==> config.mk <==
export PLATFORM = sky130hd
export DESIGN_NAME = whole_word_keyword_blocker_flat
export DESIGN_NICKNAME = d
export VERILOG_FILES = /design/src/wwkb_pkg.sv /design/src/wwkb_if.sv /design/src/wwkb_cfg.sv /design/src/wwkb_front.sv /design/src/wwkb_queue.sv /design/src/wwkb_back.sv /design/src/whole_word_keyword_blocker.sv /design/src/flat_wrapper.sv
export SDC_FILE = /design/constraint.sdc
export NUM_CORES = 2
export LEC_CHECK = 0
export BUFFER_PORTS_ARGS = -buffer_cell sky130_fd_sc_hd__buf_2
export CORE_ASPECT_RATIO = 1.1
export CORE_MARGIN = 10
export CORE_UTILIZATION = 43
export CTS_CLUSTER_DIAMETER = 50
export DETAILED_ROUTE_END_ITERATION = 10
export HOLD_SLACK_MARGIN = 0.02
export SLEW_MARGIN = 40
export SYNTH_ARGS = -nofsm -noshare
export SYNTH_HDL_FRONTEND = slang
export SYNTH_SLANG_ARGS = --single-unit
==> constraint.sdc <==
create_clock -name clk -period 6.6 [get_ports clk]
set_input_delay 1.32 -clock clk [delete_from_list [all_inputs] [get_ports clk]]
set_output_delay 1.32 -clock clk [all_outputs]
set_load 0.02 [all_outputs]
==> src/wwkb_pkg.sv <==
// Package for the whole-word keyword blocker: shared types, register codes
// and byte classification helpers.
// No dependencies.
package wwkb_pkg;

  // Default sizes of the keyword set.
  localparam int KEYWORD_COUNT_DEF = 4;
  localparam int KEYWORD_BYTES_DEF = 8;

  // Configuration register map.
  localparam int CFG_INDEX_W    = 3;
  localparam int CFG_DATA_W     = 64;
  localparam int REG_ENABLE     = 0;
  localparam int REG_KEYWORD0   = 1;
  localparam int KEYWORD_REGS   = 4;

  // Byte counter saturates at its all-ones value.
  localparam int SEEN_W         = 4;
  localparam int HIT_W          = 2;

  // Depth of the queue between front and back.
  localparam int QUEUE_DEPTH    = 2;

  // Byte that joins words like a letter does.
  localparam logic [7:0] WORD_JOINER = 8'h5F;

  // One classified text byte as it travels from front to back.
  typedef struct packed {
    logic [7:0] text;
    logic       boundary;
    logic       last;
  } wwkb_word_t;

  // ASCII lower-casing: only upper-case letters change.
  function automatic logic [7:0] to_lower(input logic [7:0] b);
    logic [7:0] r;
    r = b;
    if (b inside {[8'h41:8'h5A]}) begin
      r = b + 8'h20;
    end
    return r;
  endfunction

  // A boundary byte is neither a letter, a digit nor the word joiner.
  function automatic logic is_boundary(input logic [7:0] b);
    logic alnum;
    alnum = b inside {[8'h61:8'h7A], [8'h41:8'h5A], [8'h30:8'h39]};
    return !alnum && (b != WORD_JOINER);
  endfunction

  // Number of leading non-zero bytes, looking at no more than nbytes.
  function automatic logic [3:0] kw_length(input logic [CFG_DATA_W-1:0] kw,
                                           input int nbytes);
    logic [3:0] n;
    logic       stop;
    n    = '0;
    stop = 1'b0;
    for (int i = 0; i < 8; i++) begin
      if (!stop && (i < nbytes) && (kw[8*i +: 8] != 8'h00)) begin
        n = n + 4'd1;
      end else begin
        stop = 1'b1;
      end
    end
    return n;
  endfunction

endpackage

==> src/wwkb_if.sv <==
// Handshake channels of the whole-word keyword blocker: text input,
// verdict output and configuration write. Depends on wwkb_pkg.

// Text bytes, one word per handshake.
interface wwkb_in_if;
  logic       valid;
  logic       ready;
  logic [7:0] text_byte;
  logic       final_byte;

  modport source (output valid, output text_byte, output final_byte, input ready);
  modport sink   (input valid, input text_byte, input final_byte, output ready);
endinterface

// One verdict word per command.
interface wwkb_out_if;
  logic                       valid;
  logic                       ready;
  logic                       allowed;
  logic [wwkb_pkg::HIT_W-1:0] hit_number;

  modport source (output valid, output allowed, output hit_number, input ready);
  modport sink   (input valid, input allowed, input hit_number, output ready);
endinterface

// Register writes.
interface wwkb_cfg_if;
  logic                             valid;
  logic                             ready;
  logic [wwkb_pkg::CFG_INDEX_W-1:0] reg_index;
  logic [wwkb_pkg::CFG_DATA_W-1:0]  wdata;

  modport source (output valid, output reg_index, output wdata, input ready);
  modport sink   (input valid, input reg_index, input wdata, output ready);
endinterface

==> src/wwkb_cfg.sv <==
// Configuration registers of the keyword blocker: enable bit, keyword bytes
// and precomputed keyword lengths. Depends on wwkb_pkg and wwkb_if.
module wwkb_cfg #(
  parameter int KEYWORD_COUNT = wwkb_pkg::KEYWORD_COUNT_DEF,
  parameter int KEYWORD_BYTES = wwkb_pkg::KEYWORD_BYTES_DEF,
  localparam int LEN_W        = $clog2(KEYWORD_BYTES + 1)
) (
  input  logic                         clk,
  input  logic                         rst_n,
  wwkb_cfg_if.sink                     cfg_if,
  output logic                         check_enable,
  output logic [KEYWORD_BYTES*8-1:0]   keywords [KEYWORD_COUNT],
  output logic [LEN_W-1:0]             kw_lengths [KEYWORD_COUNT]
);

  logic                       enable_r;
  logic [KEYWORD_BYTES*8-1:0] kw_r  [KEYWORD_COUNT];
  logic [LEN_W-1:0]           len_r [KEYWORD_COUNT];
  logic                       wr_en;

  // Writes are always taken.
  assign cfg_if.ready = 1'b1;
  assign wr_en        = cfg_if.valid;

  // Register file; keywords beyond the mapped registers stay empty.
  always_ff @(posedge clk) begin
    if (!rst_n) begin
      enable_r <= 1'b0;
      for (int k = 0; k < KEYWORD_COUNT; k++) begin
        kw_r[k]  <= '0;
        len_r[k] <= '0;
      end
    end else if (wr_en) begin
      if (cfg_if.reg_index == wwkb_pkg::CFG_INDEX_W'(wwkb_pkg::REG_ENABLE)) begin
        enable_r <= cfg_if.wdata[0];
      end
      for (int k = 0; k < KEYWORD_COUNT; k++) begin
        if ((k < wwkb_pkg::KEYWORD_REGS) &&
            (cfg_if.reg_index == wwkb_pkg::CFG_INDEX_W'(wwkb_pkg::REG_KEYWORD0 + k))) begin
          kw_r[k]  <= cfg_if.wdata[KEYWORD_BYTES*8-1:0];
          len_r[k] <= LEN_W'(wwkb_pkg::kw_length(cfg_if.wdata, KEYWORD_BYTES));
        end
      end
    end
  end

  assign check_enable = enable_r;
  assign keywords     = kw_r;
  assign kw_lengths   = len_r;

endmodule

==> src/wwkb_front.sv <==
// Front end of the keyword blocker: accepts text bytes, lower-cases and
// classifies them, and pushes them into the queue. Depends on wwkb_pkg, wwkb_if.
module wwkb_front (
  wwkb_in_if.sink              in_if,
  input  logic                 queue_full,
  output logic                 push,
  output wwkb_pkg::wwkb_word_t push_word
);

  // Accept whenever the queue has room.
  assign in_if.ready = !queue_full;
  assign push        = in_if.valid && !queue_full;

  // Classify the byte; lower-casing keeps the boundary class unchanged.
  always_comb begin
    push_word.text     = wwkb_pkg::to_lower(in_if.text_byte);
    push_word.boundary = wwkb_pkg::is_boundary(in_if.text_byte);
    push_word.last     = in_if.final_byte;
  end

endmodule

==> src/wwkb_queue.sv <==
// Short queue that decouples the front and back of the keyword blocker.
// Depends on wwkb_pkg.
module wwkb_queue (
  input  logic                 clk,
  input  logic                 rst_n,
  input  logic                 push,
  input  wwkb_pkg::wwkb_word_t push_word,
  input  logic                 pop,
  output logic                 full,
  output logic                 not_empty,
  output wwkb_pkg::wwkb_word_t head_word
);

  localparam int DEPTH = wwkb_pkg::QUEUE_DEPTH;
  localparam int PTR_W = $clog2(DEPTH);
  localparam int CNT_W = $clog2(DEPTH + 1);

  wwkb_pkg::wwkb_word_t slot_r [DEPTH];
  logic [PTR_W-1:0]     wr_ptr_r, wr_ptr_nxt;
  logic [PTR_W-1:0]     rd_ptr_r, rd_ptr_nxt;
  logic [CNT_W-1:0]     count_r, count_nxt;

  assign full      = (count_r == CNT_W'(DEPTH));
  assign not_empty = (count_r != '0);
  assign head_word = slot_r[rd_ptr_r];

  // Pointer and fill count update.
  always_comb begin
    wr_ptr_nxt = wr_ptr_r;
    rd_ptr_nxt = rd_ptr_r;
    count_nxt  = count_r;
    if (push) begin
      wr_ptr_nxt = (wr_ptr_r == PTR_W'(DEPTH - 1)) ? '0 : wr_ptr_r + 1'b1;
    end
    if (pop) begin
      rd_ptr_nxt = (rd_ptr_r == PTR_W'(DEPTH - 1)) ? '0 : rd_ptr_r + 1'b1;
    end
    if (push && !pop) begin
      count_nxt = count_r + 1'b1;
    end else if (pop && !push) begin
      count_nxt = count_r - 1'b1;
    end
  end

  always_ff @(posedge clk) begin
    if (!rst_n) begin
      wr_ptr_r <= '0;
      rd_ptr_r <= '0;
      count_r  <= '0;
    end else begin
      wr_ptr_r <= wr_ptr_nxt;
      rd_ptr_r <= rd_ptr_nxt;
      count_r  <= count_nxt;
    end
  end

  // Storage slots carry payload only.
  always_ff @(posedge clk) begin
    if (push) begin
      slot_r[wr_ptr_r] <= push_word;
    end
  end

endmodule

==> src/wwkb_back.sv <==
// Back end of the keyword blocker: history window, whole-word matching
// against all keywords in parallel, and the verdict register.
// Depends on wwkb_pkg and wwkb_if.
module wwkb_back #(
  parameter int KEYWORD_COUNT = wwkb_pkg::KEYWORD_COUNT_DEF,
  parameter int KEYWORD_BYTES = wwkb_pkg::KEYWORD_BYTES_DEF,
  localparam int LEN_W        = $clog2(KEYWORD_BYTES + 1)
) (
  input  logic                       clk,
  input  logic                       rst_n,
  input  logic                       word_avail,
  input  wwkb_pkg::wwkb_word_t       word,
  output logic                       pop,
  input  logic                       check_enable,
  input  logic [KEYWORD_BYTES*8-1:0] keywords [KEYWORD_COUNT],
  input  logic [LEN_W-1:0]           kw_lengths [KEYWORD_COUNT],
  wwkb_out_if.source                 out_if
);

  localparam int HIST = KEYWORD_BYTES + 1;
  localparam int SW   = wwkb_pkg::SEEN_W;

  // Per-command state.
  logic [7:0]                 hist_r [HIST];
  logic [HIST-1:0]            bnd_r;
  logic [SW-1:0]              seen_r, seen_nxt;
  logic [KEYWORD_COUNT-1:0]   pending_r, pending_nxt;
  logic [KEYWORD_COUNT-1:0]   hits_r, hits_nxt;

  // Verdict register.
  logic                       out_valid_r, out_valid_nxt;
  logic                       allowed_r, allowed_nxt;
  logic [wwkb_pkg::HIT_W-1:0] hit_r, hit_nxt;

  logic [7:0]                 hist_n [HIST];
  logic [HIST-1:0]            bnd_n;
  logic [SW-1:0]              seen_n;
  logic [KEYWORD_COUNT-1:0]   hits_mid;
  logic [KEYWORD_COUNT-1:0]   now;
  logic [KEYWORD_COUNT-1:0]   hits_fin;
  logic                       out_free;

  // A final word needs the verdict register free; other words never wait.
  assign out_free = !out_valid_r || out_if.ready;
  assign pop      = word_avail && (!word.last || out_free);

  // Window as it stands once the new byte is shifted in.
  always_comb begin
    hist_n[0] = word.text;
    bnd_n[0]  = word.boundary;
    for (int j = 1; j < HIST; j++) begin
      hist_n[j] = hist_r[j-1];
      bnd_n[j]  = bnd_r[j-1];
    end
    seen_n = (seen_r == {SW{1'b1}}) ? seen_r : seen_r + 1'b1;
  end

  // Match of every keyword ending at the newest byte with a clean left side.
  always_comb begin
    logic [LEN_W-1:0] len;
    logic [LEN_W-1:0] idx;
    logic             ok;
    for (int k = 0; k < KEYWORD_COUNT; k++) begin
      len = kw_lengths[k];
      ok  = (len != '0) && (seen_n >= SW'(len));
      for (int i = 0; i < KEYWORD_BYTES; i++) begin
        idx = len - 1'b1 - LEN_W'(i);
        if ((LEN_W'(i) < len) && (hist_n[idx] != keywords[k][8*i +: 8])) begin
          ok = 1'b0;
        end
      end
      now[k] = ok && ((seen_n == SW'(len)) || bnd_n[len]);
    end
  end

  // Right side of a pending match closes on a boundary byte.
  assign hits_mid = hits_r | (word.boundary ? pending_r : '0);
  assign hits_fin = hits_mid | now;

  // Next state of the per-command registers.
  always_comb begin
    seen_nxt    = seen_r;
    pending_nxt = pending_r;
    hits_nxt    = hits_r;
    if (pop) begin
      if (word.last) begin
        seen_nxt    = '0;
        pending_nxt = '0;
        hits_nxt    = '0;
      end else begin
        seen_nxt    = seen_n;
        pending_nxt = now;
        hits_nxt    = hits_mid;
      end
    end
  end

  // Verdict: lowest-numbered keyword that hit, when checking is on.
  always_comb begin
    out_valid_nxt = out_valid_r;
    allowed_nxt   = allowed_r;
    hit_nxt       = hit_r;
    if (out_if.ready) begin
      out_valid_nxt = 1'b0;
    end
    if (pop && word.last) begin
      out_valid_nxt = 1'b1;
      allowed_nxt   = !(check_enable && (hits_fin != '0));
      hit_nxt       = '0;
      if (check_enable) begin
        for (int k = KEYWORD_COUNT - 1; k >= 0; k--) begin
          if (hits_fin[k]) begin
            hit_nxt = wwkb_pkg::HIT_W'(k);
          end
        end
      end
    end
  end

  always_ff @(posedge clk) begin
    if (!rst_n) begin
      seen_r      <= '0;
      pending_r   <= '0;
      hits_r      <= '0;
      out_valid_r <= 1'b0;
    end else begin
      seen_r      <= seen_nxt;
      pending_r   <= pending_nxt;
      hits_r      <= hits_nxt;
      out_valid_r <= out_valid_nxt;
    end
  end

  // Window and verdict payload; the byte count gates stale window bytes.
  always_ff @(posedge clk) begin
    if (pop) begin
      hist_r <= hist_n;
      bnd_r  <= bnd_n;
    end
    allowed_r <= allowed_nxt;
    hit_r     <= hit_nxt;
  end

  assign out_if.valid      = out_valid_r;
  assign out_if.allowed    = allowed_r;
  assign out_if.hit_number = hit_r;

endmodule

==> src/whole_word_keyword_blocker.sv <==
// Top level of the whole-word keyword blocker.
// Depends on wwkb_pkg, wwkb_if, wwkb_cfg, wwkb_front, wwkb_queue, wwkb_back.
//
// The block takes one command byte per clock while the queue has room, with
// the last byte marked, and returns one verdict word per command: allowed, or
// blocked with the lowest keyword number that matched as a whole word. Text is
// lower-cased before the compare, keywords are not. Bytes stream at one per
// cycle unless a final byte waits; that figure is set by the back end, which
// shifts the history window and checks every keyword against it in parallel.
// The verdict register loads as the final byte leaves the queue, and a two-word
// queue between front and back keeps bytes flowing while a verdict waits. The
// user must write keyword and enable registers through the configuration port
// only while no command is in flight; the block itself does not enforce this.
module whole_word_keyword_blocker #(
  parameter int KEYWORD_COUNT = wwkb_pkg::KEYWORD_COUNT_DEF,
  parameter int KEYWORD_BYTES = wwkb_pkg::KEYWORD_BYTES_DEF
) (
  input  logic       clk,
  input  logic       rst_n,
  wwkb_in_if.sink    in_if,
  wwkb_out_if.source out_if,
  wwkb_cfg_if.sink   cfg_if
);

  localparam int LEN_W = $clog2(KEYWORD_BYTES + 1);

  logic                       check_enable;
  logic [KEYWORD_BYTES*8-1:0] keywords   [KEYWORD_COUNT];
  logic [LEN_W-1:0]           kw_lengths [KEYWORD_COUNT];

  logic                       push;
  wwkb_pkg::wwkb_word_t       push_word;
  logic                       pop;
  logic                       queue_full;
  logic                       queue_not_empty;
  wwkb_pkg::wwkb_word_t       head_word;

  // Register file.
  wwkb_cfg #(
    .KEYWORD_COUNT (KEYWORD_COUNT),
    .KEYWORD_BYTES (KEYWORD_BYTES)
  ) u_cfg (
    .clk          (clk),
    .rst_n        (rst_n),
    .cfg_if       (cfg_if),
    .check_enable (check_enable),
    .keywords     (keywords),
    .kw_lengths   (kw_lengths)
  );

  // Byte intake and classification.
  wwkb_front u_front (
    .in_if      (in_if),
    .queue_full (queue_full),
    .push       (push),
    .push_word  (push_word)
  );

  // Decoupling queue.
  wwkb_queue u_queue (
    .clk       (clk),
    .rst_n     (rst_n),
    .push      (push),
    .push_word (push_word),
    .pop       (pop),
    .full      (queue_full),
    .not_empty (queue_not_empty),
    .head_word (head_word)
  );

  // Matching and verdict.
  wwkb_back #(
    .KEYWORD_COUNT (KEYWORD_COUNT),
    .KEYWORD_BYTES (KEYWORD_BYTES)
  ) u_back (
    .clk          (clk),
    .rst_n        (rst_n),
    .word_avail   (queue_not_empty),
    .word         (head_word),
    .pop          (pop),
    .check_enable (check_enable),
    .keywords     (keywords),
    .kw_lengths   (kw_lengths),
    .out_if       (out_if)
  );

endmodule

==> src/flat_wrapper.sv <==
// flat-port wrapper written by rule: the top's interface ports become plain ports
module whole_word_keyword_blocker_flat 
#(
  parameter int KEYWORD_COUNT = wwkb_pkg::KEYWORD_COUNT_DEF,
  parameter int KEYWORD_BYTES = wwkb_pkg::KEYWORD_BYTES_DEF
)
  (clk, rst_n, in_if_valid, in_if_text_byte, in_if_final_byte, in_if_ready, out_if_valid, out_if_allowed, out_if_hit_number, out_if_ready, cfg_if_valid, cfg_if_reg_index, cfg_if_wdata, cfg_if_ready);
  wwkb_in_if in_if_i ();
  wwkb_out_if out_if_i ();
  wwkb_cfg_if cfg_if_i ();
  input  logic clk;
  input  logic rst_n;
  input wire logic [$bits(in_if_i.valid)-1:0] in_if_valid;
  input wire logic [$bits(in_if_i.text_byte)-1:0] in_if_text_byte;
  input wire logic [$bits(in_if_i.final_byte)-1:0] in_if_final_byte;
  output wire logic [$bits(in_if_i.ready)-1:0] in_if_ready;
  output wire logic [$bits(out_if_i.valid)-1:0] out_if_valid;
  output wire logic [$bits(out_if_i.allowed)-1:0] out_if_allowed;
  output wire logic [$bits(out_if_i.hit_number)-1:0] out_if_hit_number;
  input wire logic [$bits(out_if_i.ready)-1:0] out_if_ready;
  input wire logic [$bits(cfg_if_i.valid)-1:0] cfg_if_valid;
  input wire logic [$bits(cfg_if_i.reg_index)-1:0] cfg_if_reg_index;
  input wire logic [$bits(cfg_if_i.wdata)-1:0] cfg_if_wdata;
  output wire logic [$bits(cfg_if_i.ready)-1:0] cfg_if_ready;
  assign in_if_i.valid = in_if_valid;
  assign in_if_i.text_byte = in_if_text_byte;
  assign in_if_i.final_byte = in_if_final_byte;
  assign in_if_ready = in_if_i.ready;
  assign out_if_valid = out_if_i.valid;
  assign out_if_allowed = out_if_i.allowed;
  assign out_if_hit_number = out_if_i.hit_number;
  assign out_if_i.ready = out_if_ready;
  assign cfg_if_i.valid = cfg_if_valid;
  assign cfg_if_i.reg_index = cfg_if_reg_index;
  assign cfg_if_i.wdata = cfg_if_wdata;
  assign cfg_if_ready = cfg_if_i.ready;
  whole_word_keyword_blocker #(.KEYWORD_COUNT(KEYWORD_COUNT), .KEYWORD_BYTES(KEYWORD_BYTES)) u_core (.clk(clk), .rst_n(rst_n), .in_if(in_if_i), .out_if(out_if_i), .cfg_if(cfg_if_i));
endmodule
**After elaboration in Yosys (flattened, before gate mapping)**

Memory sizes are Yosys's and may differ from the RTL's. A register that Yosys moved wholly into a read port is not among the register bits.
Cells that the tools add are included.

- Memories: 1
- Output and inout bits: 6
- Bits of input ports: 81
- Bits in latches: 0
- Flip-flop bits (word level): 365
- RAM bits: 20
- Logic and storage cells: 772
- Bits in read-only memories: 0

Memory list:

| memory | words | width | read ports | clocked after memory_dff | write ports | RTL line | source |
|---|---|---|---|---|---|---|---|
| u_core.u_queue.slot_r | 2 | 10 | 1 | 1 | 1 | wwkb_queue.sv:18 | `wwkb_pkg::wwkb_word_t slot_r [DEPTH];` |

- Bitwise logic cells: 35
- Eq/ne operators: 43
- Shift-type cells: 0
- Reductions and logical operators: 144
- Magnitude comparators: 78
- Add/subtract/negate cells: 66
- Muxes and demuxes: 377
- Multiply operators: 0
- Div/mod/pow operators: 0

Operators with widths:

| cell | count |
|---|---|
| binary-select mux 8 bit (select 4 bit) | 32 |
| 2-to-1 mux 8 bit | 65 |
| 2-to-1 mux 4 bit | 117 |
| inequality test 8 bit | 32 |
| >= comparator 5 bit (second input constant) | 32 |
| NOT 4 -> 5 bit | 32 |
| 2-to-1 mux 1 bit | 155 |
| adder 4 x 1 -> 4 bit (second input constant) | 29 |
| logical AND 1 bit | 78 |
| < comparator 3 x 4 -> 1 bit (first input constant) | 16 |
| nonzero test 8 bit | 8 |
| subtractor 4 x 3 -> 4 bit (second input constant) | 16 |
| logical NOT 1 bit | 35 |
| < comparator 1 x 4 -> 1 bit (first input constant) | 8 |
| < comparator 2 x 4 -> 1 bit (first input constant) | 8 |
| subtractor 4 x 1 -> 4 bit (second input constant) | 8 |
| subtractor 4 x 2 -> 4 bit (second input constant) | 8 |
| < comparator 4 x 5 -> 1 bit (second input constant) | 4 |
| nonzero test 4 bit | 5 |
| binary-select mux 1 bit (select 4 bit) | 4 |
| == test 4 bit | 4 |
| >= comparator 4 bit | 4 |
| >= comparator 8 x 7 -> 1 bit (second input constant) | 2 |
| <= comparator 8 x 7 -> 1 bit (second input constant) | 2 |
| other kinds (22) | 39 |

**Depth between registers and ports, before layout**

- Word-level depth: 44
- Depth in mapped cells: 24
- Depth with buffers taken out: 17

**Cells and area by module**

From an unflattened synthesis, not the netlist that was laid out.

- Cells, all modules: 4284
- Area, all modules: 35948.2 sq um

Modules (own cells, without submodules):

| module | cells each | sequential area each (sq um) | area each (sq um) | times used |
|---|---|---|---|---|
| wwkb_back | 2917 | 2512.4 | 24785.0 | 1 |
| wwkb_cfg | 1275 | 5465.2 | 9925.8 | 1 |
| wwkb_queue | 53 | 700.7 | 939.7 | 1 |
| wwkb_front | 39 | 0.0 | 297.8 | 1 |

**Least setup slack after synthesis**

OpenSTA, ideal clock, no wires.

- Path type: reg2reg
- From: reg u_core.u_cfg.len_r (netlist bit u_core.u_cfg.kw_lengths[0])
- To: reg u_core.u_back.allowed_r, in the netlist u_core.u_back.out_if.allowed, data pin
- Arrival: 5636 ps
- Period minus slack after synthesis: 5890 ps
- Buffers on the path: 9
- Slack: 710 ps
- Cell stages (with the launch flop): 25
- Data required time: 6346 ps
- Library setup time: 254 ps
- Path through: dfxtp_1 buf_2 buf_2 clkinv_1 clkbuf_1 ha_1 buf_2 buf_4 buf_4 inv_2 buf_2 ha_1 clkbuf_1 or3_1 a211oi_1 or2_0 clkbuf_1 mux2_2 o32ai_1 or4b_1 o41ai_1 o2111ai_1 o21ai_1 nor2_1 a21o_1

- Cells in the longest elaborated chain, start to end: 20
- Elaborated cells on any way between the ends: 84
- Those cells by class: add/sub: 8; order compare: 9; eq/ne: 9; mux: 34; bitwise: 9; reduce/logical: 15

Ends and longest elaborated chain:

| element | RTL line | source |
|---|---|---|
| from (decl) | wwkb_cfg.sv:18 | `logic [LEN_W-1:0] len_r [KEYWORD_COUNT];` |
| from (signal, indexed assignment) | wwkb_cfg.sv:41 | `len_r[k] <= LEN_W'(wwkb_pkg::kw_length(cfg_if.wdata, KEYWORD_BYTES));` |
| subtractor 4 x 1 -> 4 bit | wwkb_back.sv:67 | `idx = len - 1'b1 - LEN_W'(i);` |
| subtractor 4 x 1 -> 4 bit / NOT 4 -> 5 bit (equally long branches) | wwkb_back.sv:67, wwkb_back.sv:68 |  |
| NOT 4 -> 5 bit (implied by the code) / binary-select mux 8 bit (select 4 bit) (equally long branches) | wwkb_back.sv:68 | `if ((LEN_W'(i) < len) && (hist_n[idx] != keywords[k][8*i +: 8])) begin` |
| binary-select mux 8 bit (select 4 bit) / 2-to-1 mux 8 bit (equally long branches) | wwkb_back.sv:68 |  |
| 2-to-1 mux 8 bit (implied by the code) | wwkb_back.sv:68 |  |
| 2-to-1 mux 8 bit (implied by the code) / inequality test 8 bit (equally long branches) | wwkb_back.sv:68 |  |
| inequality test 8 bit / logical AND 1 bit (equally long branches) | wwkb_back.sv:68 |  |
| logical AND 1 bit / 2-to-1 mux 1 bit (equally long branches) | wwkb_back.sv:68 |  |
| 2-to-1 mux 1 bit (7 in a row) | wwkb_back.sv:68 |  |
| logical AND 1 bit * | wwkb_back.sv:72 | `now[k] = ok && ((seen_n == SW'(len)) \|\| bnd_n[len]);` |
| bitwise OR 4 bit * | wwkb_back.sv:78 | `assign hits_fin = hits_mid \| now;` |
| nonzero test 4 bit * | wwkb_back.sv:108 | `allowed_nxt = !(check_enable && (hits_fin != '0));` |
| logical AND 1 bit * | wwkb_back.sv:108 |  |
| logical NOT 1 bit * | wwkb_back.sv:108 |  |
| to (signal assigned) | wwkb_back.sv:140 | `allowed_r <= allowed_nxt;` |
| to (decl) | wwkb_back.sv:32 | `logic allowed_r, allowed_nxt;` |

Every way passes the cells marked *; elsewhere a longest branch is shown, timed or not. The select of a mux whose other input is x is not followed.
A chain may end at the register's enable or synchronous reset.

**Worst setup path in the final report**

- From: reg u_core.u_cfg.len_r (netlist bit u_core.u_cfg.kw_lengths[5])
- To: reg u_core.u_back.allowed_r, in the netlist u_core.u_back.out_if.allowed, data pin

The elaborated chain is that of the path after synthesis.

==> results.md <==
- Total power for the finished layout comes to 14.34 mW.
- Hold is met by 465.9 ps.
- The top cell type by area accounts for 16.74% of the synthesized area.
- The H-tree was split into 2 levels.
- For this run, the slowest stage of the critical path takes 730 ps.
- The via-per-instance ratio is 7.000.
- The worst pin sits at a relative slew slack of 29.69%.
- In the post-route analysis, the smallest setup slack over all paths is 934.2 ps.
- The gate count of the mapped netlist is 4367.
- The number of global-route vias before repair is 35.34k.
- The most frequent cell after synthesis is nand2_1.
- The most area-hungry cell type in the Yosys netlist is dfxtp_1.
- The share of the core filled with cells in the final layout is 48.36%.
- The setup check on the worst reg-to-reg path leaves a slack of 930 ps.
- Buffers inserted during clock tree synthesis total 60.
- Summed over all cells, the static leakage comes to 13.49 nW.
- Setup repair after global routing left no endpoint under its margin.
- The class of the most critical hold timing path is reg -> reg.
- The depth of the worst register-to-register path is 15.
- The worst hold path terminates at u_core.u_back.hits_r[3].
- The top achievable clock speed is 0.1765 GHz.
- The slowest stage of the critical path belongs to the cell o31ai_2.
- The initial antenna violation count came to 22.
- Each instance of the synthesized netlist takes up on average 7.968 µm².
- The number of nets in the synthesized netlist is 4512.
- The worst reg2reg path startpoint is u_core.u_cfg.kw_lengths[5].
- The clock-pin slew of the registers on the worst-case setup and hold paths is 60 ps.
- In the synthesized netlist the async set-or-reset flop fraction comes to 0%.
- The number of maximum-capacitance constraint violations is 0.
- After floorplanning, the core was sized to cover 80330 µm².
- The clock reaches the later pin of the worst-skew pair after 680 ps.
- The transition at the pin with the smallest max-transition slack is 1055 ps.
- The flip-flop and latch count after synthesis is 386.
- The data arrival time at the worst-slack endpoint is 6110 ps.
- At the end of routability-driven placement, the weighted congestion stood at 1.083.
- In the final routed layout, each cell accounts on average for 35.71 µm.
- Across all layers, the routed design uses 38.05k vias.
- The residual DRC count is 0.
- Of the cells placed in the final design, the portion with a size suffix greater than 1 is 15.50%.
- The max-slew violation count is 0.
- The most used flip-flop cell after synthesis is dfxtp_1.
- The critical path is of the reg -> reg type.
- The post-layout minimum cycle time is 5666 ps.
- The required time reported for the critical path endpoint is 7040 ps.
- The half-perimeter wire length after placement is 139100 µm.
- By area the synthesized netlist is led by dfxtp_1 17%, nand2_1 8.2%, edfxtp_1 8.2%.
- In the final design database the tool counted 4449 nets.
- For this design, the sink count on the clock tree is 386.
- The total negative setup slack is 0 ps.
- The number of instances on the worst hold path is 2.
- Power spread over the standard cell area amounts to 369.2 nW/µm².
- During synthesis, Yosys emitted a total of 0 warnings.
- TritonCTS built the clock tree.
- By count the netlist is led by 764 x nand2_1, 417 x a21oi_1, 291 x dfxtp_1, 267 x clkbuf_1, 246 x mux2i_1.
- The first global-routing pass estimated 267900 µm of wire.
- After synthesis, flip-flops and latches occupy 24.94% of the total area.
- In this run the horizontal extent of the chip is 291.2 µm.
- The area added between synthesis and finish is 11.65%.
- The antenna violation net count after detailed routing is 0.
- The count of routing violations after the opening detailed-route iteration is 6076.
- The number of distinct library cells after synthesis is 98.
- The number of search-and-repair iterations in the first detailed-routing pass is 7.
- VDD sags by at most 0.0005547 V.
- The cell sitting at the root of the clock tree is a clkbuf_16.
- The largest clock skew in the final design is 47.37 ps.
- The post-synthesis cell area is 34800 µm².
- Setup violations remaining at the end of the flow were counted as 0.
- The flow ran to the end, and the final reports show no timing, DRC or antenna violations.
- The floorplan die height is 318.4 µm.
- The signal on the critical path passes through inv_1, ha_4, buf_4, mux4_2, mux2i_1, xor2_1, a31oi_1, nor4_2, buf_2, buf_4, o32a_1, o2111ai_1, o31ai_2, nor2_1, a21o_1.
- Entering global routing, the biggest net connects 120 pins.
- The overall track demand over capacity in global routing is 39.74%.
- The nature of the critical path startpoint is a flip-flop.
- The number of gates resized after CTS is 0.
- The worst reg2reg path endpoint is u_core.u_back.out_if.allowed.
- The number of hold violations in the final report came to 0.
- For this run the aggregate overflow at the end of global routing stands at 0.
- Once the clock tree was built, the setup fixing pass inserted 0 buffers.
- Counting stages on the worst path, the most repeated cell is buf_4.
- The area of the die is 92710 µm².
- The number of core rows is 109.
- The endpoint type of the worst setup path is a flip-flop.
- Pin placement for this block handled 87 I/O pins.
- In this run the worst path has a maximum fanout of 37.
- The number of synthesized flops with an enable pin is 95.
- Counting along the longest clock path gives a buffer depth of 3.
- The total detailed-routing wirelength is 194100 µm.
- Of the available clock period, the critical path in the final layout requires 85.85%.
- The initial utilization of the core area, before any placement, comes to 43.32%.
- The cts-stage hold buffer count is 0.
- In this run the most critical hold path is launched from u_core.u_back.hits_r[3].
- Prior to clock tree synthesis, the placed netlist has a worst setup slack of 821.6 ps.
- The count of buffers inserted at the top-level ports is 85.
## where the power goes
part | switching [mW] | internal (mW) | leakage, nW
Clock | 1.38 | 1.96 | 1.03
Sequential | 1.06 | 2.87 | 3.26
Combinational | 4.80 | 2.27 | 9.20
## placed cells by master (no fill, tap or decap), drive strengths merged, types with 67 or more instances in the layout
master  netlist  layout
xor2        106     106
xnor2       166     166
dfxtp       291     291
clkbuf      267      77
buf         131     273
o22ai        83      83
mux2i       250     250
mux2        103     103
a31oi        67      67
nand2       764     764
edfxtp       95      95
a21oi       417     417
inv          78      98
mux4        100     100
nor2        217     217
nor3         74      74
o21ai       144     144
## logic make-up after synthesis
logic type,after synthesis,share of synthesized area (%)
adders and majority gates,64,2.301
muxes,453,17.12
AOI/OAI and AO/OA,1183,22.20
buffers and inverters,486,5.671
DFF,386,24.94
other,1,0.01078
xor gates and xnor gates,282,7.533
and+or+nand+nor,1512,20.23
## metrics by stage
stage | cells | instance area [µm²]
after global routing | 5412 | 38790
after detailed placement | 5292 | 36580
after floorplan | 4367 | 34800
final | 5436 | 38850
after CTS | 5406 | 38680
after global placement | 5287 | 36440
## critical path, delay by kind of cell (launching register included)
kind | cells | cell delay (ps)
simple gates | 2 | 510
compound gates | 5 | 1470
fa+ha+maj | 1 | 670
buf+inv | 4 | 1080
xor+xnor | 1 | 200
mux | 2 | 1140
flops | 1 | 330
## state kept, by name, summed over array words and instances, names as in the netlist, named ones only
register                         cells
u_core.u_queue.count_r               2
u_core.u_cfg.keywords              256
u_core.u_cfg.kw_lengths             16
u_core.u_back.out_if.hit_number      2
u_core.u_back.pending_r              4
u_core.u_queue.wr_ptr_r              1
u_core.u_back.out_if.allowed         1
u_core.u_queue.rd_ptr_r              1
u_core.u_back.seen_r                 4
u_core.u_back.bnd_r                  8
u_core.u_queue.slot_r               20
u_core.u_cfg.check_enable            1
u_core.u_back.hist_n                64
u_core.u_back.out_if.valid           1
u_core.u_back.hits_r                 4
## per-layer routing
layer / global-route usage [%] / part of all wire, % / vias to the layer above
met5: 0 / 0.021 / -
met4: 31.96 / 9.8 / 6
met3: 13.67 / 13 / 901
met2: 57.38 / 41 / 3003
met1: 47.32 / 36 / 18080
li1: - / - / 16070
## cell type report
class / instances / area, µm²
well taps: 1054 / 1319
inverters: 88 / 337.8
flip-flops and latches: 386 / 8693
repair buffers: 273 / 1954
fillers: 7888 / 41480
clock inverters: 37 / 420.4
multi-input cells: 3495 / 24380
clock buffers: 77 / 1677
diodes: 26 / 65.06
## worst max path at each step
stage                               start                      endpoint  slack, ps  cells after the start
5_1_grt        u_core.u_cfg.kw_lengths[0]  u_core.u_back.out_if.allowed        840                     16
2_1_floorplan  u_core.u_cfg.kw_lengths[0]  u_core.u_back.out_if.allowed        710                     24
6_report       u_core.u_cfg.kw_lengths[5]  u_core.u_back.out_if.allowed        930                     15
3_5_place_dp              cfg_if_wdata[8]    u_core.u_cfg.kw_lengths[2]        820                     18
3_3_place_gp              cfg_if_wdata[8]   u_core.u_cfg.kw_lengths[14]        750                     18
4_1_cts        u_core.u_cfg.kw_lengths[5]  u_core.u_back.out_if.allowed        910                     16
Note: power is estimated with default switching activity, not from simulation.
